File: src/fvu_pkg.sv
// Shared types, constants and helpers for the finite-volume Euler update block.
package fvu_pkg;

	localparam int unsigned CELL_COUNT_DEF = 4096;
	localparam int unsigned IDX_W          = 12;
	localparam int unsigned NVALS          = 5;
	localparam int unsigned QDEPTH         = 4;
	localparam int unsigned DIV_STEPS      = 48;
	localparam logic [31:0] SCALE_DT_RESET = 32'h0001_0000;

	typedef logic [31:0] word_t;

	typedef enum logic [1:0] {
		OP_LOAD     = 2'd0,
		OP_FACE_INT = 2'd1,
		OP_FACE_BND = 2'd2,
		OP_READ     = 2'd3
	} op_t;

	// queued item, already classified by the front end
	typedef struct packed {
		op_t                    op;
		logic                   own_ok;
		logic                   nbr_ok;
		logic [IDX_W-1:0]       own;
		logic [IDX_W-1:0]       nbr;
		word_t                  area;
		word_t [NVALS-1:0]      val;
		word_t                  vol;
		word_t                  ts;
	} item_t;

	typedef struct packed {
		word_t [NVALS-1:0] val;
		word_t             vol;
		word_t             ts;
	} cell_t;

	typedef enum logic [3:0] {
		B_IDLE,
		B_READ,
		B_RES,
		B_DT,
		B_G,
		B_DIVGO,
		B_DIV,
		B_MUL,
		B_ACC,
		B_WRITE
	} bstate_t;

	typedef struct packed {
		logic        start;
		logic [47:0] dividend;
		word_t       divisor;
	} div_req_t;

	typedef struct packed {
		logic  done;
		word_t quot;
	} div_rsp_t;

	// product bits [63:16] clamped to unsigned 32 bits
	function automatic word_t sat_u32(input logic [47:0] v);
		return (v[47:32] != 16'd0) ? 32'hFFFF_FFFF : v[31:0];
	endfunction

endpackage

File: src/fvu_front.sv
// Input side: accepts items, checks cell indices, queues them for the back end.
module fvu_front
	import fvu_pkg::*;
#(
	parameter int unsigned CELL_COUNT = CELL_COUNT_DEF
) (
	input  logic             clk,
	input  logic             arst_n,
	input  logic             in_valid,
	output logic             in_stall,
	input  logic [1:0]       operation,
	input  logic [IDX_W-1:0] owner_cell,
	input  logic [IDX_W-1:0] neighbour_cell,
	input  word_t            face_area,
	input  word_t            rho_value,
	input  word_t            mx_value,
	input  word_t            my_value,
	input  word_t            mz_value,
	input  word_t            energy_value,
	input  word_t            cell_volume,
	input  word_t            cell_time_step,
	output logic             q_valid,
	output item_t            q_item,
	input  logic             q_pop
);
	localparam int unsigned PW = $clog2(QDEPTH);
	localparam int unsigned CW = $clog2(QDEPTH + 1);

	item_t          fifo_q [QDEPTH];
	logic [PW-1:0]  wr_ptr_q, rd_ptr_q;
	logic [CW-1:0]  cnt_q;
	item_t          new_item;
	logic           push;

	always_comb begin
		new_item        = '0;
		new_item.op     = op_t'(operation);
		new_item.own_ok = (32'(owner_cell) < 32'(CELL_COUNT));
		new_item.nbr_ok = (32'(neighbour_cell) < 32'(CELL_COUNT));
		new_item.own    = owner_cell;
		new_item.nbr    = neighbour_cell;
		new_item.area   = face_area;
		new_item.val[0] = rho_value;
		new_item.val[1] = mx_value;
		new_item.val[2] = my_value;
		new_item.val[3] = mz_value;
		new_item.val[4] = energy_value;
		new_item.vol    = cell_volume;
		new_item.ts     = cell_time_step;
	end

	assign in_stall = (cnt_q == CW'(QDEPTH));
	assign push     = in_valid && !in_stall;
	assign q_valid  = (cnt_q != '0);
	assign q_item   = fifo_q[rd_ptr_q];

	always_ff @(posedge clk) begin
		if (push) begin
			fifo_q[wr_ptr_q] <= new_item;
		end
	end

	always_ff @(posedge clk or negedge arst_n) begin
		if (!arst_n) begin
			wr_ptr_q <= '0;
			rd_ptr_q <= '0;
			cnt_q    <= '0;
		end else begin
			if (push) wr_ptr_q <= wr_ptr_q + 1'b1;
			if (q_pop) rd_ptr_q <= rd_ptr_q + 1'b1;
			if (push && !q_pop) cnt_q <= cnt_q + 1'b1;
			else if (!push && q_pop) cnt_q <= cnt_q - 1'b1;
		end
	end

`ifndef ASSERT_OFF
	a_no_pop_empty: assert property (@(posedge clk) disable iff (!arst_n)
		q_pop |-> q_valid) else $error("pop from empty queue");
	a_cnt_bound: assert property (@(posedge clk) disable iff (!arst_n)
		cnt_q <= CW'(QDEPTH)) else $error("queue count overflow");
	a_cnt_track: assert property (@(posedge clk) disable iff (!arst_n)
		(push && !q_pop) |=> cnt_q == $past(cnt_q) + 1'b1) else $error("count lost a push");
`endif

endmodule

File: config.mk
export PLATFORM = sky130hd
export DESIGN_NAME = fvu_front
export DESIGN_NICKNAME = d
export VERILOG_FILES = /design/src/fvu_pkg.sv /design/src/fvu_front.sv
export SDC_FILE = /design/constraint.sdc
export NUM_CORES = 1
export LEC_CHECK = 0
export BUFFER_PORTS_ARGS = -buffer_cell sky130_fd_sc_hd__buf_2
export CAP_MARGIN = 10
export CORE_MARGIN = 1
export CORE_UTILIZATION = 55
export DETAILED_ROUTE_END_ITERATION = 7
export PLACE_DENSITY = 0.77
export SYNTH_ARGS = -nofsm -noshare
export SYNTH_HDL_FRONTEND = slang
export SYNTH_SLANG_ARGS = --single-unit
export TNS_END_PERCENT = 5
File: constraint.sdc
create_clock -name clk -period 8.9 [get_ports clk]
set_input_delay 0.89 -clock clk [delete_from_list [all_inputs] [get_ports clk]]
set_output_delay 0.89 -clock clk [all_outputs]
set_load 0.05 [all_outputs]
==> flow_metrics.tcl, run 1 <==
set metrics [dict create \
    multiplexer_area_fraction_after_synthesis_pct 15.5 \
    run_status "completed" \
    layout-area-overhead-vs-synth_pct 18.3 \
    dieArea_um2 75900 \
    pwr_density_cell_nw_per_um2 400 \
    cts_num_sinks 1135 \
    cts_buffers 108 \
    rows 99 \
    cp_cell_sequence "buf_12, mux4_2, buf_2" \
    drv.max_cap_violation_count 0 \
    fillCellCount 4465 \
    syn_area_um2 41200 \
    largest_family_of_logic_cells_by_synthesized_area "multiplexers" \
    clock_path_buffers 3 \
    nets 2433 \
    routed_via_density 5.74 \
    critical_path.reg2reg.startpoint "cnt_q[2]" \
    worst_pin_slew_ns 1.13 \
    worst-r2r-cell-count 5 \
    ys_warn_count 0 \
    path_depth 3 \
    synth_fa_ha_area_share_pct 0.201 \
    p_sw_share_pct 38.6 \
    total_leakage_power_nw 16.5 \
    die_height_um 276 \
    synth-simple-area-share_pct 0.128 \
    grt_pass1_wl_mm 120 \
    power_switching_w 0.00752 \
    timing.slew.headroom_pct 24.7 \
    final_max_slew_viol_count 0 \
    postRouteWirelength_mm 81.6 \
    worstPathRequired_ns 8.01 \
    synth_cell_types 21 \
    clk_pin_slew_worst_paths_ns 0.06 \
    comb_power_share_pct 37.7 \
    min_period_over_period_pct 49.3 \
    drc 0 \
    chipWidth_um 276 \
    dr.first_iter.drc_count 1384 \
    clockRootBuffer "sky130_fd_sc_hd__clkbuf_16" \
    cts_htree_levels 3 \
    power_frac_seq_pct 38.0 \
    reg2reg_setup_slack_ns 5.23 \
    complex_gate_fraction_of_the_synthesized_area_pct 0 \
    worstReg2RegEnd "fifo_q[0][186]" \
    final_design_area_no_fill_um2 48700 \
    report.final.hold_viol_count 0 \
    yosys.area_share.xor_xnor_pct 0.128 \
    finalSetupTns_ns 0 \
    grt-ovfl-total 0 \
    grt_start_max_net_pins 158 \
    rsz0062_at_grt "no" \
    cts_tree "done" \
    grt_pass1_vias 19300 \
    internal-power_w 0.0119 \
    drt-pass1-iter-count 5 \
    critical_path.endpoint_type "output port" \
    critPathSlowestCell "sky130_fd_sc_hd__dfrtp_4" \
    startpoint_type "flip-flop" \
    initial_antenna_violation_count 22 \
    syn-instance-count 1511 \
    cp_num_buf_inv 2 \
    synth_area_leader_cell "sky130_fd_sc_hd__edfxtp_1" \
    synthesis.area_per_instance_um2 27.2 \
    grt_use_total_pct 21.4 \
    setup_violations 0 \
    floorplan.initialDensity_pct 56.0 \
    timing.final.crit_period_ns 4.39 \
    hold_path.class "input pin to async pin" \
    io_buffer_count 569 \
    wl_per_cell_um 25.5 \
    worst_ir_drop_vdd_uv 366 \
    synth-seq-area-share_pct 82.7 \
    yosys-top-cells-area "sky130_fd_sc_hd__edfxtp_1, sky130_fd_sc_hd__mux4_2, sky130_fd_sc_hd__buf_6, sky130_fd_sc_hd__dfrtp_1, sky130_fd_sc_hd__buf_2" \
    fmax_ghz 0.228 \
    yosys_register_bits 1135 \
    hpwl_mm 48.1 \
    crit_type "flip-flop to output port" \
    num_vias 18400 \
    worst_ep_arrival_time_ns 3.50 \
    route.antenna.remaining_nets 0 \
    synth.top_cell.area_share_pct 82.3 \
    maximum_fanout_along_the_worst_path 106 \
    cts-hold-fix-buffers 0 \
    dpl-instance-area_um2 44900 \
    postCtsResizedCells 0 \
    core_region_area_um2 73500 \
    fin_worst_skew_ns 0.0298 \
    clock_power_share_pct 24.3 \
    cell_type_group_with_the_largest_total_delay_on_the_critical_path "flip-flops" \
    gp_congestion 0.776 \
    clock_insertion_delay_worst_skew_ns 0.66 \
    i_o_pin_count 572 \
    timing.critical_path.slowest_cell_delay_ns 1.06 \
    cts_setup_buffers 0 \
    post_route_cells_drive_above_1_share_pct 46.5 \
]
## how the worst max path moves through the flow
stage | start | to | slack [ns]
after floorplan | in_valid | fifo_q[2][0] | 0.65
after global placement | in_valid | fifo_q[0][110] | 4.91
after detailed placement | in_valid | fifo_q[0][120] | 4.87
after CTS | rd_ptr_q[0] | q_item[162] | 4.34
after global routing | rd_ptr_q[0] | q_item[98] | 4.21
final | rd_ptr_q[0] | q_item[162] | 4.51
## flip-flops by register name, summed over array words and instances, names as in the netlist
| name | cells |
|---|---|
| cnt_q | 3 |
| wr_ptr_q | 2 |
| fifo_q | 1128 |
| rd_ptr_q | 2 |
## Yosys cell counts
| master | number |
|---|---|
| sky130_fd_sc_hd__and2_1 | 4 |
| sky130_fd_sc_hd__buf_2 | 30 |
| sky130_fd_sc_hd__buf_4 | 2 |
| sky130_fd_sc_hd__buf_6 | 28 |
| sky130_fd_sc_hd__buf_8 | 2 |
| sky130_fd_sc_hd__clkbuf_1 | 4 |
| sky130_fd_sc_hd__conb_1 | 1 |
| sky130_fd_sc_hd__dfrtp_1 | 7 |
| sky130_fd_sc_hd__edfxtp_1 | 1128 |
| sky130_fd_sc_hd__fa_1 | 1 |
| sky130_fd_sc_hd__ha_1 | 5 |
| sky130_fd_sc_hd__inv_1 | 4 |
| sky130_fd_sc_hd__mux2_2 | 2 |
| sky130_fd_sc_hd__mux4_2 | 282 |
| sky130_fd_sc_hd__nand2_1 | 1 |
| sky130_fd_sc_hd__nor2_1 | 1 |
| sky130_fd_sc_hd__nor2b_1 | 1 |
| sky130_fd_sc_hd__nor3b_1 | 1 |
| sky130_fd_sc_hd__or3_1 | 1 |
| sky130_fd_sc_hd__xnor2_1 | 3 |
| sky130_fd_sc_hd__xor2_1 | 3 |
## cell type report
class / count / area [um^2] / share of cell area [%]
Antenna cell: 14 / 35.0 / 0.0720
Clock buffer: 139 / 2910 / 5.98
Clock inverter: 63 / 828 / 1.70
Inverter: 4 / 15.0 / 0.0308
Multi-Input combinational cell: 307 / 6580 / 13.5
Sequential cell: 1135 / 34100 / 70.0
Tap cell: 959 / 1200 / 2.46
Timing Repair Buffer: 585 / 3060 / 6.28
## metrics by stage
| stage | power, W | worst slack [ns] | instances | util [%] | hold slack (ns) |
|---|---|---|---|---|---|
| floorplan | 0.0135 | 0.653 | 1512 | - | 0.447 |
| global placement | 0.0148 | 4.91 | 2990 | 61.1 | 0.462 |
| detailed placement | 0.0149 | 4.87 | 2990 | 61.1 | 0.491 |
| CTS | 0.0197 | 4.34 | 3192 | 66.2 | 0.00849 |
| global route | 0.0201 | 4.21 | 3201 | 66.3 | 0.0315 |
| finish | 0.0195 | 4.51 | 3206 | 66.3 | 0.0567 |
## worst reg2reg max path, cell delays in order (launching register included)
cell and delay, ns:
sky130_fd_sc_hd__dfrtp_1 0.40, sky130_fd_sc_hd__nor3b_1 0.19, sky130_fd_sc_hd__nor2b_1 0.48, sky130_fd_sc_hd__and2_4 0.46, sky130_fd_sc_hd__buf_4 0.75, sky130_fd_sc_hd__buf_4 0.91
## kinds of logic after synthesis
group	after synthesis
XOR/XNOR	6
flip-flops	1135
other	1
adder cells (fa/ha/maj)	6
multiplexers	284
buffers and inverters	70
AND/OR/NAND/NOR	9
## power groups by stage
| stage | Combinational (W) | Sequential (W) | Clock (W) |
|---|---|---|---|
| CTS | 0.00743 | 0.00742 | 0.00481 |
| finish | 0.00734 | 0.00740 | 0.00472 |
| global route | 0.00763 | 0.00749 | 0.00499 |
| floorplan | 0.00585 | 0.00764 | 0 |
| global placement | 0.00738 | 0.00743 | 0 |
| detailed placement | 0.00738 | 0.00751 | 0 |
## cells in the final DEF (no fill, tap or decap), types with 2 or more instances in the layout
| cell type | instances |
|---|---|
| sky130_fd_sc_hd__diode_2 | 14 |
| sky130_fd_sc_hd__clkinv_16 | 3 |
| sky130_fd_sc_hd__clkbuf_16 | 110 |
| sky130_fd_sc_hd__clkinv_4 | 4 |
| sky130_fd_sc_hd__clkbuf_1 | 24 |
| sky130_fd_sc_hd__dfrtp_1 | 5 |
| sky130_fd_sc_hd__bufinv_16 | 17 |
| sky130_fd_sc_hd__dfrtp_4 | 2 |
| sky130_fd_sc_hd__xnor2_1 | 3 |
| sky130_fd_sc_hd__inv_1 | 4 |
| sky130_fd_sc_hd__conb_1 | 2 |
| sky130_fd_sc_hd__ha_1 | 5 |
| sky130_fd_sc_hd__edfxtp_1 | 1128 |
| sky130_fd_sc_hd__buf_4 | 9 |
| sky130_fd_sc_hd__buf_2 | 569 |
| sky130_fd_sc_hd__clkbuf_8 | 5 |
| sky130_fd_sc_hd__buf_12 | 7 |
| sky130_fd_sc_hd__clkinv_1 | 14 |
| sky130_fd_sc_hd__mux2_2 | 2 |
| sky130_fd_sc_hd__xor2_1 | 3 |
| sky130_fd_sc_hd__mux4_2 | 282 |
| sky130_fd_sc_hd__and2_4 | 4 |
| sky130_fd_sc_hd__clkinv_2 | 24 |
## per-layer routing
layer,track usage (%),part of all wire [%],up-vias,wire length (um)
met4,7.65,3.2,20,2610
met1,26.5,36,9654,29800
li1,-,-,7870,-
met3,5.86,7.7,162,6310
met5,0,0.14,-,115
met2,36.5,52,690,42800
(Power assumes the default switching activity.)
==> run 2: changes to the inputs <==
--- a/config.mk
+++ b/config.mk
@@ -8,9 +8,9 @@
 export BUFFER_PORTS_ARGS = -buffer_cell sky130_fd_sc_hd__buf_2
 export CAP_MARGIN = 10
 export CORE_MARGIN = 1
-export CORE_UTILIZATION = 55
+export CORE_UTILIZATION = 51
 export DETAILED_ROUTE_END_ITERATION = 7
-export PLACE_DENSITY = 0.77
+export PLACE_DENSITY = 0.75
 export SYNTH_ARGS = -nofsm -noshare
 export SYNTH_HDL_FRONTEND = slang
 export SYNTH_SLANG_ARGS = --single-unit
==> constraint.sdc (replaced) <==
create_clock -name clk -period 3.8 [get_ports clk]
set_input_delay 0.38 -clock clk [delete_from_list [all_inputs] [get_ports clk]]
set_output_delay 0.38 -clock clk [all_outputs]
set_load 0.05 [all_outputs]
==> flow_metrics.tcl, run 2 (same netlist as run 1, synthesis figures left out) <==
set metrics [dict create \
    clockRootBuffer "sky130_fd_sc_hd__clkbuf_16" \
    rows 103 \
    drv.max_cap_violation_count 0 \
    run_status "completed" \
    clock_path_buffers 3 \
    fin_worst_skew_ns 0.0196 \
    grt_pass1_vias 22100 \
    critPathCapture "q_item[269]" \
    worst_ep_arrival_time_ns 2.80 \
    timing.slew.headroom_pct 46.3 \
    reg2reg_setup_slack_ns 1.22 \
    hold_path.class "input pin to async pin" \
    final_max_slew_viol_count 0 \
    cts_tree "done" \
    max_flop_register "fifo_q" \
    top_layer "met4" \
    fillCellCount 5025 \
    pwr_density_cell_nw_per_um2 887 \
    route.antenna.remaining_nets 0 \
    rsz0062_at_grt "no" \
    worstReg2RegEnd "fifo_q[1][167]" \
    layout_commonest_cell "sky130_fd_sc_hd__edfxtp_1" \
    report.final.hold_viol_count 0 \
    critical_path.reg2reg.startpoint "cnt_q[2]" \
    total_leakage_power_nw 17.9 \
    clk_pin_slew_worst_paths_ns 0.06 \
    worst_pin_slew_ns 0.805 \
    timing.final.crit_period_ns 3.18 \
    postRouteWirelength_mm 92.4 \
    grt_pass1_wl_mm 137 \
    worst-r2r-cell-count 4 \
    final_design_area_no_fill_um2 52000 \
    multi_input_gate_area_in_the_final_layout_um2 6580 \
    dieArea_um2 81800 \
    drc 0 \
    cts_num_sinks 1135 \
    finalCoreUtilization_pct 65.5 \
    critical_path.startpoint "rd_ptr_q[0]" \
    grt-ovfl-total 0 \
    startpoint_type "flip-flop" \
    cts_htree_levels 3 \
    dr.first_iter.drc_count 1610 \
    regArea_um2 34100 \
    hpwl_mm 53.9 \
    whs_ns 0.166 \
    min_period_over_period_pct 83.7 \
    fmax_ghz 0.314 \
    gp_congestion 0.801 \
    worst_ir_drop_vdd_uv 869 \
    routed-wl-met2_mm 50.0 \
    core_region_area_um2 79400 \
    wl_met3_mm 6.23 \
    dpl-instance-area_um2 45600 \
    crit_type "flip-flop to output port" \
    floorplan.initialDensity_pct 51.8 \
    cts_buffers 107 \
    wl_met1_mm 33.0 \
    nets 2761 \
    grt_use_total_pct 22.6 \
    layout-area-overhead-vs-synth_pct 26.3 \
    chipWidth_um 286 \
    setup_violations 0 \
    cp_cell_sequence "buf_4, mux4_2, buf_2" \
    routed_via_density 5.55 \
    wl_per_cell_um 25.6 \
    maximum_fanout_along_the_worst_path 30 \
    flip_flop_count_of_the_largest_register_all_copies_and_words_added 1128 \
    timing.critical_path.slowest_cell_delay_ns 0.72 \
    io_buffer_count 569 \
    drt-pass1-iter-count 5 \
    critical_path.endpoint_type "output port" \
    critPathSlowestCell "sky130_fd_sc_hd__dfrtp_4" \
    post_route_cells_drive_above_1_share_pct 41.8 \
    most_used_cells_in_the_layout_excluding_fill_and_tap_cells "sky130_fd_sc_hd__edfxtp_1, sky130_fd_sc_hd__buf_2, sky130_fd_sc_hd__dlygate4sd3_1" \
    num_vias 20000 \
    grt_start_max_net_pins 106 \
    i_o_pin_count 572 \
    worstPathRequired_ns 3.42 \
    initial_antenna_violation_count 8 \
    postCtsResizedCells 0 \
    die_height_um 286 \
    clock_insertion_delay_worst_skew_ns 0.66 \
    reg.largest.list "fifo_q: 1128 flops, cnt_q: 3 flops" \
]
## run 2: through the flow
stage	instances	TNS [ns]	power, W	worst slack [ns]
after floorplan	1512	-1258.51	0.0312	-1.12
after global placement	3126	0	0.0351	1.24
after detailed placement	3126	0	0.0354	1.16
after CTS	3603	0	0.0463	0.511
after global routing	3609	0	0.0476	0.404
final	3609	0	0.0461	0.618
## run 2: per-layer routing
layer	track usage, %	vias up
met5	0	-
met4	8.90	0
met3	5.05	166
met2	40.1	842
met1	26.9	10500
li1	-	8510
## run 2: what timing repair did
action                                 in CTS  in global routing
buffers inserted                            0                  0
endpoints found under the hold margin    1137                  0
hold buffers                              284                  0
## run 2: worst min path at each step
| stage | startpoint | to | slack (ns) | cells after the start |
|---|---|---|---|---|
| final | arst_n | cnt_q[1] | 0.17 | 2 |
| after global routing | arst_n | cnt_q[1] | 0.15 | 2 |
| after CTS | arst_n | cnt_q[1] | 0.11 | 2 |
| after detailed placement | arst_n | cnt_q[2] | 0.23 | 1 |
| after global placement | arst_n | rd_ptr_q[0] | 0.22 | 1 |
| after floorplan | arst_n | cnt_q[0] | 0.08 | 0 |
## run 2: power breakdown
part | total (W) | leakage (nW) | internal, W | switching [W]
sequential | 0.0172 | 10.4 | 0.0165 | 0.000689
combinational | 0.0182 | 5.74 | 0.00536 | 0.0129
clock | 0.0107 | 1.70 | 0.00617 | 0.00450
total | 0.0461 | 17.9 | 0.0280 | 0.0181
## run 2: worst max-delay path, delay by kind of cell (launching register included)
| family | cells | cell delay [ns] |
|---|---|---|
| buffers and inverters | 2 | 0.82 |
| flip-flops | 1 | 0.72 |
| multiplexers | 1 | 0.62 |
## run 2: cell type report
class,count,share of cell area [%]
Tap cell,1050,2.53
Multi-Input combinational cell,307,12.7
Inverter,4,0.0289
Antenna cell,6,0.0289
Clock inverter,63,1.40
Clock buffer,130,5.42
Timing Repair Buffer,914,12.4
Sequential cell,1135,65.5
